File: src/rtl/sgbd_pkg.sv
// Shared types and constants of the separable Gaussian blur / DoG block.
package sgbd_pkg;

   // configuration port geometry
   localparam int CSR_INDEX_BITS = 3;
   localparam int CSR_DATA_BITS  = 64;

   // register indexes
   localparam logic [CSR_INDEX_BITS-1:0] REG_FRAME_WIDTH  = 3'd0;
   localparam logic [CSR_INDEX_BITS-1:0] REG_FRAME_HEIGHT = 3'd1;
   localparam logic [CSR_INDEX_BITS-1:0] REG_RADIUS       = 3'd2;
   localparam logic [CSR_INDEX_BITS-1:0] REG_COEF_NEAR    = 3'd3;
   localparam logic [CSR_INDEX_BITS-1:0] REG_COEF_FAR     = 3'd4;

   // register field widths
   localparam int GEOM_BITS      = 11;
   localparam int RADIUS_BITS    = 4;
   localparam int COEF_NEAR_BITS = 64;
   localparam int COEF_FAR_BITS  = 24;
   localparam int COEF_BITS      = 8;
   localparam int NEAR_TAPS      = 8;
   localparam int FAR_TAPS       = 3;
   localparam int COEF_SLOTS     = 16;

   // Q0.8 rounding
   localparam int ROUND_HALF = 128;
   localparam int FRAC_SHIFT = 8;

   // commands from the sequencer to the datapath
   typedef struct packed {
      logic take;       // accept the request word
      logic col_clear;  // start a new output: clear column sum and row index
      logic row_start;  // clear row sum, load row weight
      logic tap_sel;    // clamp row/column of the current tap, load tap weight
      logic tap_addr;   // form memory address of the tap
      logic rd;         // read the pixel memory
      logic tap_mul;    // pixel times tap weight
      logic tap_acc;    // add into row sum, advance tap
      logic row_rnd;    // round and saturate the row sum
      logic row_mul;    // row result times row weight
      logic col_acc;    // add into column sum, advance row
      logic ctr_addr;   // form address of the center pixel
      logic finish;     // round column sum, form difference
      logic emit;       // load the result register
   } cmd_type;

   // status back to the sequencer
   typedef struct packed {
      logic emit_req;   // the offered word produces a result
      logic tap_last;   // last tap of the row
      logic row_last;   // last row of the window
      logic out_free;   // result register can take a word
   } status_type;

endpackage

File: src/rtl/sgbd_ctrl.sv
// Sequencer that walks the 2D kernel window one tap at a time.
module sgbd_ctrl (
   input  logic                clock,
   input  logic                reset,
   input  logic                req_valid,
   output logic                req_stall,
   input  sgbd_pkg::status_type status,
   output sgbd_pkg::cmd_type    cmd
);

   localparam logic [3:0] ST_IDLE  = 4'd0;
   localparam logic [3:0] ST_ROW   = 4'd1;
   localparam logic [3:0] ST_SEL   = 4'd2;
   localparam logic [3:0] ST_ADDR  = 4'd3;
   localparam logic [3:0] ST_READ  = 4'd4;
   localparam logic [3:0] ST_MUL   = 4'd5;
   localparam logic [3:0] ST_ACC   = 4'd6;
   localparam logic [3:0] ST_RND   = 4'd7;
   localparam logic [3:0] ST_RMUL  = 4'd8;
   localparam logic [3:0] ST_CACC  = 4'd9;
   localparam logic [3:0] ST_CADDR = 4'd10;
   localparam logic [3:0] ST_CREAD = 4'd11;
   localparam logic [3:0] ST_CFIN  = 4'd12;
   localparam logic [3:0] ST_EMIT  = 4'd13;

   logic [3:0] state_ff;
   logic [3:0] state_in;

   // next state and commands
   always_comb begin
      state_in = state_ff;
      cmd      = '0;
      unique case (state_ff)
         ST_IDLE: begin
            cmd.take = req_valid;
            if (req_valid && status.emit_req) begin
               cmd.col_clear = 1'b1;
               state_in      = ST_ROW;
            end
         end
         ST_ROW: begin
            cmd.row_start = 1'b1;
            state_in      = ST_SEL;
         end
         ST_SEL: begin
            cmd.tap_sel = 1'b1;
            state_in    = ST_ADDR;
         end
         ST_ADDR: begin
            cmd.tap_addr = 1'b1;
            state_in     = ST_READ;
         end
         ST_READ: begin
            cmd.rd   = 1'b1;
            state_in = ST_MUL;
         end
         ST_MUL: begin
            cmd.tap_mul = 1'b1;
            state_in    = ST_ACC;
         end
         ST_ACC: begin
            cmd.tap_acc = 1'b1;
            state_in    = status.tap_last ? ST_RND : ST_SEL;
         end
         ST_RND: begin
            cmd.row_rnd = 1'b1;
            state_in    = ST_RMUL;
         end
         ST_RMUL: begin
            cmd.row_mul = 1'b1;
            state_in    = ST_CACC;
         end
         ST_CACC: begin
            cmd.col_acc = 1'b1;
            state_in    = status.row_last ? ST_CADDR : ST_ROW;
         end
         ST_CADDR: begin
            cmd.ctr_addr = 1'b1;
            state_in     = ST_CREAD;
         end
         ST_CREAD: begin
            cmd.rd   = 1'b1;
            state_in = ST_CFIN;
         end
         ST_CFIN: begin
            cmd.finish = 1'b1;
            state_in   = ST_EMIT;
         end
         ST_EMIT: begin
            if (status.out_free) begin
               cmd.emit = 1'b1;
               state_in = ST_IDLE;
            end
         end
         default: begin
            state_in = ST_IDLE;
         end
      endcase
   end

   always_ff @(posedge clock) begin
      if (reset) begin
         state_ff <= ST_IDLE;
      end else begin
         state_ff <= state_in;
      end
   end

   assign req_stall = (state_ff != ST_IDLE);

endmodule

File: config.mk
export PLATFORM = sky130hd
export DESIGN_NAME = sgbd_ctrl
export DESIGN_NICKNAME = d
export VERILOG_FILES = /design/src/rtl/sgbd_pkg.sv /design/src/rtl/sgbd_ctrl.sv
export SDC_FILE = /design/constraint.sdc
export NUM_CORES = 1
export LEC_CHECK = 0
export BUFFER_PORTS_ARGS = -buffer_cell sky130_fd_sc_hd__buf_2
export CAP_MARGIN = 25
export CORE_AREA = 8 8 45 47
export DETAILED_ROUTE_END_ITERATION = 8
export DIE_AREA = 0 0 53 55
export SLEW_MARGIN = 40
export SYNTH_ARGS = -nofsm -noshare
export SYNTH_HDL_FRONTEND = slang
export SYNTH_SLANG_ARGS = --single-unit
File: constraint.sdc
create_clock -name clock -period 1.7 [get_ports clock]
set_clock_uncertainty 0.2 [all_clocks]
set_input_delay 0 -clock clock [delete_from_list [all_inputs] [get_ports clock]]
set_output_delay 0 -clock clock [all_outputs]
set_load 0.005 [all_outputs]
==> summary.txt <==
Iter 0 DRT Violations: 4
Largest registers: state_ff x4
Async set-or-reset flop fraction in the synthesized netlist: 0%
Combinational group share of total power: 37.6%
Critical path endpoint category: output pin
Switch share: 33.0%
CTS tree: built
Syn_nets: 64
Die height: 55 um
Lkg Pwr: 0.292 nW
RD Place Congestion: 0.777
Clk network pwr share: 29.4%
Vias/cell: 4.80
Vias post-DR: 485
Worst vdd ir: 198 uV
GRT Total Usage: 8.63%
Crit Path Max Fanout: 11
Status: completed
Area of the die: 2920 um2
Routed WL: 1.19 mm
Final Cycle Share: 93.2%
Syn. warnings: 0
Reg area: 81.3 um2
Post-synthesis cell type count: 22
Placement row count: 14
Finished Core Util: 42.4%
Pwr/cell area: 656 nW/um2
Detailed Place HPWL: 893 um
Clk slew on worst S/H paths: 0.04 ns
Post-synthesis cell count: 57
Crit-path slowest cell: or4_4
Ys flop type: dfxtp_1
Share of layout cells above drive strength 1: 38.8%
Grt total ovfl: 0
Largest net degree at the start of global routing: 13
Cell Chain, Critical Path: or4_4, nor2_1, buf_2
Bufs on Longest Clock Path: 2
I/O pin count: 22
IO Port Bufs: 21
Largest area contributor in the netlist: dfxtp_1
Vias in the first global route: 469
DR WL/cell: 11.8 um
Final min period: 1.58 ns
Max reg flops: 4
Top reg by flops: state_ff
Flop pwr share: 33.0%
Clk sinks: 4
EDFF count, synth: 0
Setup TNS: 0 ns
Hold Path Class: in -> reg
Data arrival, critical path: 1.38 ns
Clk_lat worst skew: 0.23 ns
Top cells by count, synth: 12 x nor2_1, 5 x inv_1, 5 x nand2_1, 5 x nor3_1, 4 x dfxtp_1
Largest stage delay on the critical path: 0.57 ns
WP data required: 1.50 ns
Avg Inst Size Synth: 6.83 um2
Synth Register Bits: 4
Pin slew with the least headroom to its limit: 0.362 ns
Max H-tree Level: 1
DRC viols: 0
Max-slew headroom at the worst pin: 75.8%
Crit path kind: reg -> out
Initial Util: 28.1%
Top post-synthesis cells by area: dfxtp_1 21%, nor2_1 12%, nor3_1 6.4%
Register area share after synthesis: 20.6%
Cell area after layout: 587 um2
Worst setup SP type: flip-flop
Core area: 1380 um2
# setup viols final: 0
Filler Cells Inserted: 146
Pre-CTS WS: 0.166 ns
Nets: 94
Layout area overhead: 50.8%
Antenna fix cells: 0
RSZ-0062 raised after global routing: no
Share of the synthesized area in the top cell type: 20.6%
Multi-input logic area: 264 um2
Final Max Slew Viols: 0
Switching pwr: 127 uW
First-pass GRT wire length: 1.95 mm
Area after DPL: 503 um2
Antenna viol nets, final: 0
Final setup margin: 0.116 ns
Initial antenna violation count: 0
Clock Tree Root: clkbuf_4
DRT Pass-1 Iters: 4
Mapped cell area: 389 um2
Max-cap viol count: 0
FMAX: 0.631 GHz
Most frequent cell after synthesis: nor2_1
Final hold violations: 0
Die width: 53 um
CTS buffer count: 3
Internal power: 258 uW
layer usage:
metal	share of wire, %	track usage, %
met2	37	11.1
met3	11	3.48
met1	51	11.1
met4	1.4	6.47
met5	0	0
repair_timing:
item	in CTS	in global routing
buffers inserted	0	0
gates resized for setup	0	1
hold endpoints to repair	4	0
endpoints found under the setup margin	0	2
hold buffers	6	0
power groups by stage:
stage               sequential (mW)  combinational (mW)  clock (mW)
detailed placement            0.128               0.136           0
global placement              0.128               0.135           0
floorplan                     0.108               0.110           0
CTS                           0.126               0.147       0.119
finish                        0.127               0.145       0.113
global route                  0.130               0.162       0.126
worst paths after layout:
kind         slack (ns)                  endpoint  cells past startpoint                     start
min                0.36  state_ff[2]$_SDFFE_PP0P_                      3                     reset
min reg2reg        0.39  state_ff[3]$_SDFFE_PP0P_                      2  state_ff[3]$_SDFFE_PP0P_
max                0.12                   cmd[12]                      3  state_ff[2]$_SDFFE_PP0P_
max reg2reg        0.23  state_ff[0]$_SDFFE_PP0P_                      3  state_ff[2]$_SDFFE_PP0P_
cells by family (layout without fill, tap and decap cells):
kind of cell	count (synthesis)	in the layout	share of synthesized area, %
compound gates	13	13	24.8
buf+inv	9	37	11.6
flops	4	4	20.6
simple gates	31	31	43.1
per-stage QoR:
step	power [mW]	hold slack [ns]	std cells
4_1_cts	0.393	0.360	101
5_1_grt	0.418	0.377	101
6_report	0.385	0.363	101
3_5_place_dp	0.264	0.0581	92
3_3_place_gp	0.263	0.0690	92
2_1_floorplan	0.218	-0.131	57
critical path: cells and delay by family (launching register included):
kind | cells | cell delay, ns
buffers and inverters | 1 | 0.11
flip-flops | 1 | 0.37
AND/OR/NAND/NOR | 2 | 0.68
cell type report:
cell class                 instances  area share (%)
inverter                           5            3.20
timing repair buffer              29            30.7
sequential                         4            13.9
tap                               16            3.41
multi-input combinational         44            45.0
clock buffer                       3            3.84
placed cells by master, fill, tap and decap left out, types with 2 or more instances in the layout:
master,n
buf_2,21
clkbuf_4,3
nor2_1,12
dlygate4sd3_1,6
nor3b_1,2
dfxtp_1,3
nand2_1,5
nor3_1,5
a21oi_1,3
o21ai_0,3
inv_1,5
buf_4,2
nand2b_1,2
a221oi_1,2
(Power assumes the default switching activity.)
